<file path="src/hw/rtl/vpw_pkg.sv">
`default_nettype none

package vpw_pkg;

  localparam int FRAC_BITS_DEF = 16;

  localparam logic [1:0] MODE_LOAD_MV = 2'd0;
  localparam logic [1:0] MODE_LOAD_PJ = 2'd1;
  localparam logic [1:0] MODE_PROJECT = 2'd2;
  localparam logic [1:0] MODE_NONE    = 2'd3;

  localparam logic [1:0] REG_VP_X = 2'd0;
  localparam logic [1:0] REG_VP_Y = 2'd1;
  localparam logic [1:0] REG_VP_W = 2'd2;
  localparam logic [1:0] REG_VP_H = 2'd3;

  localparam logic [13:0] VP_W_RESET = 14'd640;
  localparam logic [13:0] VP_H_RESET = 14'd480;

  typedef struct packed {
    logic [1:0]         mode;
    logic [3:0]         elem_index;
    logic signed [31:0] elem_value;
    logic signed [31:0] obj_x;
    logic signed [31:0] obj_y;
    logic signed [31:0] obj_z;
  } in_t;

  typedef struct packed {
    logic               ok;
    logic signed [31:0] win_x;
    logic signed [31:0] win_y;
    logic signed [31:0] win_z;
  } out_t;

  typedef struct packed {
    logic acc_clr;
    logic mul_en;
    logic acc_en;
  } mac_ctrl_t;

  typedef struct packed {
    logic start;
    logic step;
  } div_ctrl_t;

  typedef enum logic [2:0] {
    ST_IDLE,
    ST_MV,
    ST_PJ,
    ST_DIV,
    ST_MAP1,
    ST_MAP2,
    ST_RES
  } state_t;

  function automatic logic signed [31:0] sat32(input logic signed [63:0] v);
    logic signed [31:0] r;
    if (v > 64'sd2147483647) begin
      r = 32'sh7FFFFFFF;
    end else if (v < -64'sd2147483648) begin
      r = 32'sh80000000;
    end else begin
      r = v[31:0];
    end
    return r;
  endfunction

endpackage

`default_nettype wire

</file>
<file path="src/hw/rtl/vpw_mac_lane.sv">
`default_nettype none

// One matrix row: one multiply per cycle, floor shift, exact accumulate.
module vpw_mac_lane #(
  parameter int FRAC_BITS = vpw_pkg::FRAC_BITS_DEF
) (
  input  wire                      clk,
  input  wire vpw_pkg::mac_ctrl_t  ctrl,
  input  wire logic signed [31:0]  coeff,
  input  wire logic signed [31:0]  operand,
  output logic signed [31:0]       result
);

  localparam int ACC_W = 66 - FRAC_BITS;

  logic signed [63:0]      prod;
  logic signed [ACC_W-1:0] acc;
  logic signed [63:0]      shifted;

  assign shifted = prod >>> FRAC_BITS;

  always_ff @(posedge clk) begin
    if (ctrl.mul_en) begin
      prod <= 64'(coeff) * 64'(operand);
    end
    if (ctrl.acc_clr) begin
      acc <= '0;
    end else if (ctrl.acc_en) begin
      acc <= acc + shifted[ACC_W-1:0];
    end
  end

  assign result = vpw_pkg::sat32(64'(acc));

endmodule

`default_nettype wire

</file>
<file path="config.mk">
export PLATFORM = sky130hd
export DESIGN_NAME = vpw_mac_lane
export DESIGN_NICKNAME = d
export VERILOG_FILES = /design/src/hw/rtl/vpw_pkg.sv /design/src/hw/rtl/vpw_mac_lane.sv
export SDC_FILE = /design/constraint.sdc
export NUM_CORES = 2
export LEC_CHECK = 0
export ABC_AREA = 1
export BUFFER_PORTS_ARGS = -buffer_cell sky130_fd_sc_hd__buf_4
export CORE_MARGIN = 8
export CORE_UTILIZATION = 55
export DETAILED_ROUTE_END_ITERATION = 10
export PLACE_DENSITY = 0.74
export SETUP_SLACK_MARGIN = 0.02
export SYNTH_ARGS = -nofsm -noshare
export SYNTH_HDL_FRONTEND = slang
export SYNTH_SLANG_ARGS = --single-unit
</file>
<file path="constraint.sdc">
create_clock -name clk -period 9.4 [get_ports clk]
set_clock_uncertainty 0.05 [all_clocks]
set_input_delay 1.88 -clock clk [delete_from_list [all_inputs] [get_ports clk]]
set_output_delay 1.88 -clock clk [all_outputs]
set_load 0.005 [all_outputs]
</file>
==> qor.yml <==
run_status:
  outcome: "finished clean"
setup_path:
  r2r-start: "prod[48]"
  cp-startpoint: "coeff[31]"
  path_class: "in -> reg"
  cp.buffers_inverters: 9
  rrSetupSlack_ps: 6660
  cpMaxStageDelayCell: "fa_1"
  slowest_delay_ps: 620
  crit_top_cell: "fa_1"
  endpoint_kind: "flop"
  crit_arrival_ps: 9050
  critPathTopFamily: "adder cells"
  r2r_end: "acc[45]"
  startpoint_type: "input port"
  cp.required_ps: 9460
  path_max_fanout: 32
  rr_worst_depth: 11
yosys:
  syn-cell-area_um2: 45300
  synth_seq_area_share_pct: 5.39
  synthesis.nets: 7301
  ys_seq_elements: 98
  synthFlopType: "dfxtp_1"
  yosys_warnings: 0
  avgSynthCellArea_um2: 7.65
  synthCells: 5922
  yosysUniqueCellTypes: 46
  synth_edf_count: 48
  postSynth.asyncResetShare_pct: 0
clocking:
  cts_tree: "yes"
  htree_num_levels: 3
  root_buffer: "clkbuf_16"
  cts_buffer_depth: 2
  clk_pin_slew_ps: 80
  cts_hold_buffers: 0
  numCtsBuffers: 9
  insertion_delay_ps: 370
  cts_sinks: 98
floorplan:
  initial_core_util_pct: 55.4
  rows: 105
  die_h_um: 303
  core-area_um2: 81800
  die_w_um: 303
  top_level_ports: 100
  dieArea_um2: 91900
timing:
  tightest_slew_ps: 719
  timing.final.crit_share_pct: 95.6
  hold_viol_final: 0
  setup_viol: 0
  setup_tns_ps: 0
  fmax_mhz: 111
  slew_violations: 0
  period_minus_slack_ps: 8990
  rsz0062_at_grt: "false"
  slew_headroom_pct: 52.1
final_layout:
  mostFrequentLayoutCells: "inv_1 (1835), nand2_1 (1507), fa_1 (1082)"
  layout-drive-gt1-share_pct: 4.00
  fin_nets: 7274
  syn_to_final_growth_pct: 4.86
  layout_commonest_cell: "inv_1"
  diodes: 0
job:
  cap_violations: 0
routing:
  ant_nets: 0
  viasPerCell: 5.28
  wl_um: 129000
  firstDrtPassIters: 6
  wl_per_cell_um: 18.5
  vias: 36800
  drc: 0
  drtIter0Drc: 2614
grt:
  grt_max_degree: 67
  antenna_found_initial: 2
  grt_pass1_vias: 40400
  overflow: 0
  grt_use_total_pct: 29.5
  grt_pass1_wl_um: 212000
min_path:
  min_from: "acc[0]"
  hold_class: "reg -> reg"
  holdPathStages: 2
  whs_endpoint: "acc[0]"
placed_design:
  dp_hpwl_um: 110000
  io_buffers: 99
  place.gp.congestion: 0.988
[tightest hold or removal path, delay by kind of cell (launching register included)]
kind | cells | cell delay, ps
flops | 1 | 320
buf+inv | 1 | 70
compound gates | 1 | 60
[area by class of cell]
cell class | instances | area, um2
fill | 7575 | 34300
clock buffer | 9 | 225
timing repair buffer | 178 | 1360
clock inverter | 7 | 70.1
tap | 1070 | 1340
inverter | 1836 | 6900
sequential | 98 | 2440
multi-input combinational | 3772 | 35200
[through the flow]
step / utilization (%) / setup WS [ps] / hold WS, ps / area [um2] / cells
3_3_place_gp: 57.7 / 42.2 / 431 / 47200 / 6953
6_report: 58.1 / 410 / 444 / 47500 / 6970
3_5_place_dp: 57.7 / 56.5 / 428 / 47200 / 6953
2_1_floorplan: - / 586 / 408 / 45300 / 5922
4_1_cts: 58.0 / 444 / 446 / 47500 / 6969
5_1_grt: 58.1 / 34.4 / 494 / 47500 / 6970
[cells in the mapped netlist, drive strengths merged (20+ instances only)]
library cell,number,area share [%]
nor3,26,0.32
o21ai,123,1.4
fa,1082,48
dfxtp,50,2.2
xor2,50,0.97
nand2,1517,13
nand3,112,1.3
o21bai,20,0.34
nor2,278,2.3
inv,1836,15
edfxtp,48,3.2
a21oi,222,2.5
nand4,25,0.35
ha,229,6.3
clkbuf,209,1.7
[metal layers]
layer	share of wire [%]	global-route usage, %	vias to the layer above
li1	-	-	16700
met1	40	38.0	18200
met2	48	50.3	1533
met3	7.9	4.94	356
met4	3.9	10.1	4
met5	0.021	0	-
[kinds of logic (layout without fill, tap and decap cells)]
logic type      after synthesis  in the layout  share of synthesized area (%)
xor+xnor                     65             65                           1.26
simple gates               1990           1990                           17.4
fa+ha+maj                  1311           1311                           54.1
buf+inv                    2052           2030                           17.0
flops                        98             98                           5.39
compound gates              406            406                           4.89
[state kept, by name, indices dropped and copies added (netlist names)]
signal  flops
prod       48
acc        50
[how the worst max path moves through the flow]
stage                          end  cells after the start
final                     prod[55]                     27
after global routing      prod[55]                     28
after CTS                 prod[55]                     26
after detailed placement  prod[55]                     26
after global placement    prod[47]                     22
after floorplan           prod[63]                     27
[timing repair]
item                       4_1_cts  5_1_grt
buffers inserted                 0        1
resized for setup                0        1
setup endpoints to repair        0        2
Power is left out: the tool's default activity adds up to more than one toggle a clock period on the data nets, which glitch-free logic cannot reach.
