--- config.mk ---
export PLATFORM = sky130hd
export DESIGN_NAME = vpw_div_lane
export DESIGN_NICKNAME = d
export VERILOG_FILES = /design/src/hw/rtl/vpw_pkg.sv /design/src/hw/rtl/vpw_div_lane.sv
export SDC_FILE = /design/constraint.sdc
export NUM_CORES = 1
export LEC_CHECK = 0
export ABC_AREA = 0
export BUFFER_PORTS_ARGS = -buffer_cell sky130_fd_sc_hd__buf_4
export CORE_MARGIN = 1.5
export CORE_UTILIZATION = 65
export DETAILED_ROUTE_END_ITERATION = 10
export MAX_ROUTING_LAYER = met4
export PLACE_DENSITY = 0.87
export SLEW_MARGIN = 0
export SYNTH_ARGS = -nofsm -noshare
export SYNTH_HDL_FRONTEND = slang
export SYNTH_SLANG_ARGS = --single-unit
--- constraint.sdc ---
create_clock -name clk -period 5.87 [get_ports clk]
set_input_delay 0.587 -clock clk [delete_from_list [all_inputs] [get_ports clk]]
set_output_delay 0.587 -clock clk [all_outputs]
set_load 0.02 [all_outputs]
--- src/hw/rtl/vpw_pkg.sv ---
`default_nettype none

package vpw_pkg;

  localparam int FRAC_BITS_DEF = 16;

  localparam logic [1:0] MODE_LOAD_MV = 2'd0;
  localparam logic [1:0] MODE_LOAD_PJ = 2'd1;
  localparam logic [1:0] MODE_PROJECT = 2'd2;
  localparam logic [1:0] MODE_NONE    = 2'd3;

  localparam logic [1:0] REG_VP_X = 2'd0;
  localparam logic [1:0] REG_VP_Y = 2'd1;
  localparam logic [1:0] REG_VP_W = 2'd2;
  localparam logic [1:0] REG_VP_H = 2'd3;

  localparam logic [13:0] VP_W_RESET = 14'd640;
  localparam logic [13:0] VP_H_RESET = 14'd480;

  typedef struct packed {
    logic [1:0]         mode;
    logic [3:0]         elem_index;
    logic signed [31:0] elem_value;
    logic signed [31:0] obj_x;
    logic signed [31:0] obj_y;
    logic signed [31:0] obj_z;
  } in_t;

  typedef struct packed {
    logic               ok;
    logic signed [31:0] win_x;
    logic signed [31:0] win_y;
    logic signed [31:0] win_z;
  } out_t;

  typedef struct packed {
    logic acc_clr;
    logic mul_en;
    logic acc_en;
  } mac_ctrl_t;

  typedef struct packed {
    logic start;
    logic step;
  } div_ctrl_t;

  typedef enum logic [2:0] {
    ST_IDLE,
    ST_MV,
    ST_PJ,
    ST_DIV,
    ST_MAP1,
    ST_MAP2,
    ST_RES
  } state_t;

  function automatic logic signed [31:0] sat32(input logic signed [63:0] v);
    logic signed [31:0] r;
    if (v > 64'sd2147483647) begin
      r = 32'sh7FFFFFFF;
    end else if (v < -64'sd2147483648) begin
      r = 32'sh80000000;
    end else begin
      r = v[31:0];
    end
    return r;
  endfunction

endpackage

`default_nettype wire

--- src/hw/rtl/vpw_div_lane.sv ---
`default_nettype none

// Restoring divider, one quotient bit per cycle: (num << FRAC_BITS) / den.
module vpw_div_lane #(
  parameter int FRAC_BITS = vpw_pkg::FRAC_BITS_DEF
) (
  input  wire                      clk,
  input  wire vpw_pkg::div_ctrl_t  ctrl,
  input  wire logic signed [31:0]  num,
  input  wire logic signed [31:0]  den,
  output logic signed [31:0]       quot
);

  localparam int DW = 32 + FRAC_BITS;

  logic [31:0]        rem;
  logic [DW-1:0]      qs;
  logic [31:0]        dmag;
  logic               neg;
  logic signed [32:0] num_ext;
  logic signed [32:0] den_ext;
  logic [32:0]        num_abs;
  logic [32:0]        den_abs;
  logic [32:0]        rsh;
  logic signed [DW:0] qv;

  assign num_ext = 33'(num);
  assign den_ext = 33'(den);
  assign num_abs = num[31] ? 33'(-num_ext) : 33'(num_ext);
  assign den_abs = den[31] ? 33'(-den_ext) : 33'(den_ext);
  assign rsh     = {rem, qs[DW-1]};

  always_ff @(posedge clk) begin
    if (ctrl.start) begin
      rem  <= '0;
      qs   <= {num_abs[31:0], {FRAC_BITS{1'b0}}};
      dmag <= den_abs[31:0];
      neg  <= num[31] ^ den[31];
    end else if (ctrl.step) begin
      if (rsh >= {1'b0, dmag}) begin
        rem <= 32'(rsh - {1'b0, dmag});
        qs  <= {qs[DW-2:0], 1'b1};
      end else begin
        rem <= rsh[31:0];
        qs  <= {qs[DW-2:0], 1'b0};
      end
    end
  end

  assign qv   = neg ? -$signed({1'b0, qs}) : $signed({1'b0, qs});
  assign quot = vpw_pkg::sat32(64'(qv));

endmodule

`default_nettype wire

==> impl_metrics.py <==
metrics = {
    "status": {
        "outcome": "finished, final reports clean",
    },
    "detailed_routing": {
        "num_vias": 8151,
        "totalWireLength_um": 22000,
        "firstDrtPassIters": 6,
        "initialDrtViolationCount": 638,
        "wl_per_cell_um": 17.2,
        "drc": 0,
        "postRouteAntennaNets": 0,
        "vias_per_cell": 6.39,
    },
    "sta": {
        "tightest_slew_ns": 1.27,
        "period_needed_ns": 5.17,
        "rsz0062_at_grt": "false",
        "fmax_mhz": 193,
        "max-slew-margin-rel_pct": 14.9,
        "setup_viol": 0,
        "layout_setup_ws_ns": 0.702,
        "period_share_pct": 88.0,
        "worst_hold_slack_ns": 0.363,
        "setup_tns_ns": 0,
        "finClkSkew_ns": 0.00562,
        "timing_hold_violations_final": 0,
        "slew_viol_final": 0,
    },
    "worst_setup_path": {
        "critPathSlowestCell": "a31oi_2",
        "startpoint_type": "register",
        "crit_required_ns": 5.28,
        "critPathKind": "register to output port",
        "cp_max_fo": 31,
        "cp_cell_sequence": "inv_1 > ha_1 > nor4b_1 > nand2_1 > or4_4 > o41ai_2 > xor2_1 > nor4b_1 > and4b_1 > a31oi_2 > o211ai_1 > buf_4",
        "slowest_delay_ns": 0.90,
        "end_kind": "output port",
        "crit_top_cell": "nor4b_1",
        "crit_arrival_ns": 4.58,
        "r2r_cells": 10,
    },
    "floorplanning": {
        "fp.dieH_um": 121,
        "core_um2": 13400,
        "ioPinCount": 99,
        "die_area_um2": 14600,
        "initial_utilization_pct": 67.3,
        "rows": 42,
        "die_w_um": 121,
    },
    "power_and_ir_drop": {
        "ir_worst_vdd_uv": 223,
        "powerDensity_nw_per_um2": 271,
        "p_leak_uw": 0.00413,
    },
    "clock_network": {
        "cts-buffers-inserted": 17,
        "cts_root_buffer": "clkbuf_16",
        "cts_tree": "built",
        "cts-htree-levels": 4,
        "cts_resized": 0,
        "cts_setup_buffers": 0,
        "cts_sinks": 113,
        "insertion_delay_ns": 0.42,
        "clockBufferDepth": 2,
        "clk_pin_slew_ns": 0.05,
        "cts_hold_buf": 0,
    },
    "layout": {
        "multi_input_area_um2": 5650,
        "layout-drive-gt1-share_pct": 14.3,
        "layout.nets": 1189,
        "layout.cells.non_filler": 1275,
        "num_antenna_cells": 0,
        "synthToLayoutAreaGrowth_pct": 14.0,
        "finalInstanceArea_um2": 10300,
        "mostFrequentLayoutCells": "buf_4, xnor2_1, nor2_1",
        "seqCellArea_um2": 2910,
        "fillers": 989,
        "final_common_cell": "buf_4",
    },
    "run": {
        "maxCapViolations": 0,
    },
    "placed_design": {
        "place.port_buffers": 98,
        "dp.final_hpwl_um": 15500,
        "pre_cts_ws_ns": 1.25,
        "place_inst": 1243,
        "place.gp.congestion": 0.928,
        "placed_cell_area_um2": 9760,
    },
    "yosys": {
        "ys_seq_area_share_pct": 32.3,
        "syn_avg_cell_area_um2": 8.78,
        "synth-async-reset-ratio_pct": 0,
        "synth-seq-cells": 113,
        "synth_ff_type": "edfxtp_1",
        "syn-num-nets": 1130,
        "synth_area_um2": 9020,
        "synthCells": 1027,
        "yosysWarnings": 0,
        "synth_edf_count": 65,
        "synth_cell_types": 65,
    },
    "global_route": {
        "grt_max_degree": 83,
        "grt_pass1_wl_um": 35500,
        "grt_pass1_vias": 7352,
        "gr-total-overflow": 0,
        "grt_usage_pct": 31.3,
        "antenna_found_initial": 0,
    },
    "min_path": {
        "worstHoldPathType": "input port to register",
        "holdPathStages": 1,
    },
}
## Yosys cell counts, types with 8 or more instances
| cell | count | share of area [%] |
|---|---|---|
| o21a_1 | 8 | 0.67 |
| nor2_1 | 74 | 3.1 |
| or3_1 | 25 | 1.7 |
| nand4_1 | 19 | 1.3 |
| clkbuf_1 | 56 | 2.3 |
| o211ai_1 | 36 | 3.0 |
| inv_1 | 53 | 2.2 |
| dfxtp_1 | 48 | 11 |
| a22o_1 | 31 | 3.0 |
| nor4_1 | 8 | 0.56 |
| a211oi_1 | 28 | 2.3 |
| o41ai_1 | 17 | 1.7 |
| nand2b_1 | 13 | 0.90 |
| a21oi_1 | 37 | 2.1 |
| o21ai_0 | 64 | 3.6 |
| o31ai_1 | 26 | 2.2 |
| nor3_1 | 20 | 1.1 |
| xnor2_1 | 80 | 7.8 |
| edfxtp_1 | 65 | 22 |
| nand3_1 | 11 | 0.61 |
| nand2_1 | 65 | 2.7 |
| a21o_1 | 21 | 1.7 |
| xor2_1 | 43 | 4.2 |
| or4_1 | 13 | 1.1 |
| mux2i_1 | 34 | 3.8 |
| ha_1 | 35 | 4.9 |
## worst paths after layout
path | from | to | slack (ns)
max | qs[0] | quot[12] | 0.70
min | den[0] | dmag[0] | 0.36
max reg2reg | rem[2] | rem[23] | 2.11
min reg2reg | rem[8] | rem[8] | 0.49
## through the flow
step,utilization [%],power (uW)
detailed placement,72.8,1850
global route,76.7,2910
CTS,76.7,2780
global placement,72.8,1830
floorplan,-,1620
finish,76.7,2790
## sequential cells by signal (all words and copies together), names as in the netlist
name and flops:
qs 48, dmag 32, rem 32, neg 1
## kinds of logic (layout without fill, tap and decap cells)
family                     count (synthesis)  after routing  synth area share (%)
adders and majority gates                 36             36                  5.08
AOI/OAI and AO/OA                        305            305                  23.7
and+or+nand+nor                          297            297                  17.6
buffers and inverters                    116            188                  5.24
muxes                                     37             37                  4.15
DFF                                      113            113                  32.3
xor gates and xnor gates                 123            123                  11.9
## layout make-up
cell class	count	area share, %
Tap cell	176	2.14
Inverter	53	1.93
Sequential cell	113	28.3
Clock buffer	21	4.48
Multi-Input combinational cell	798	55.0
Timing Repair Buffer	103	7.52
Clock inverter	11	0.645
## where the power goes
part	switching, uW	internal, uW	total, uW
logic	489	371	860
clock network	368	555	924
registers	77.6	924	1000
## layer usage
metal  vias up  global-route usage [%]  wire [um]
met1      3831                    39.5       9700
met3        40                    5.99       1330
li1       3970                       -          -
met5         -                       -          0
met2       310                    50.9      10500
met4         0                    10.4        421
## worst max-delay path, delay by kind of cell, from the launching register on
kind,cells,cell delay [ns]
adders and majority gates,1,0.19
AOI/OAI and AO/OA,3,1.43
xor gates and xnor gates,1,0.28
buffers and inverters,2,0.33
DFF,1,0.32
and+or+nand+nor,5,1.59
(Power assumes the default switching activity.)
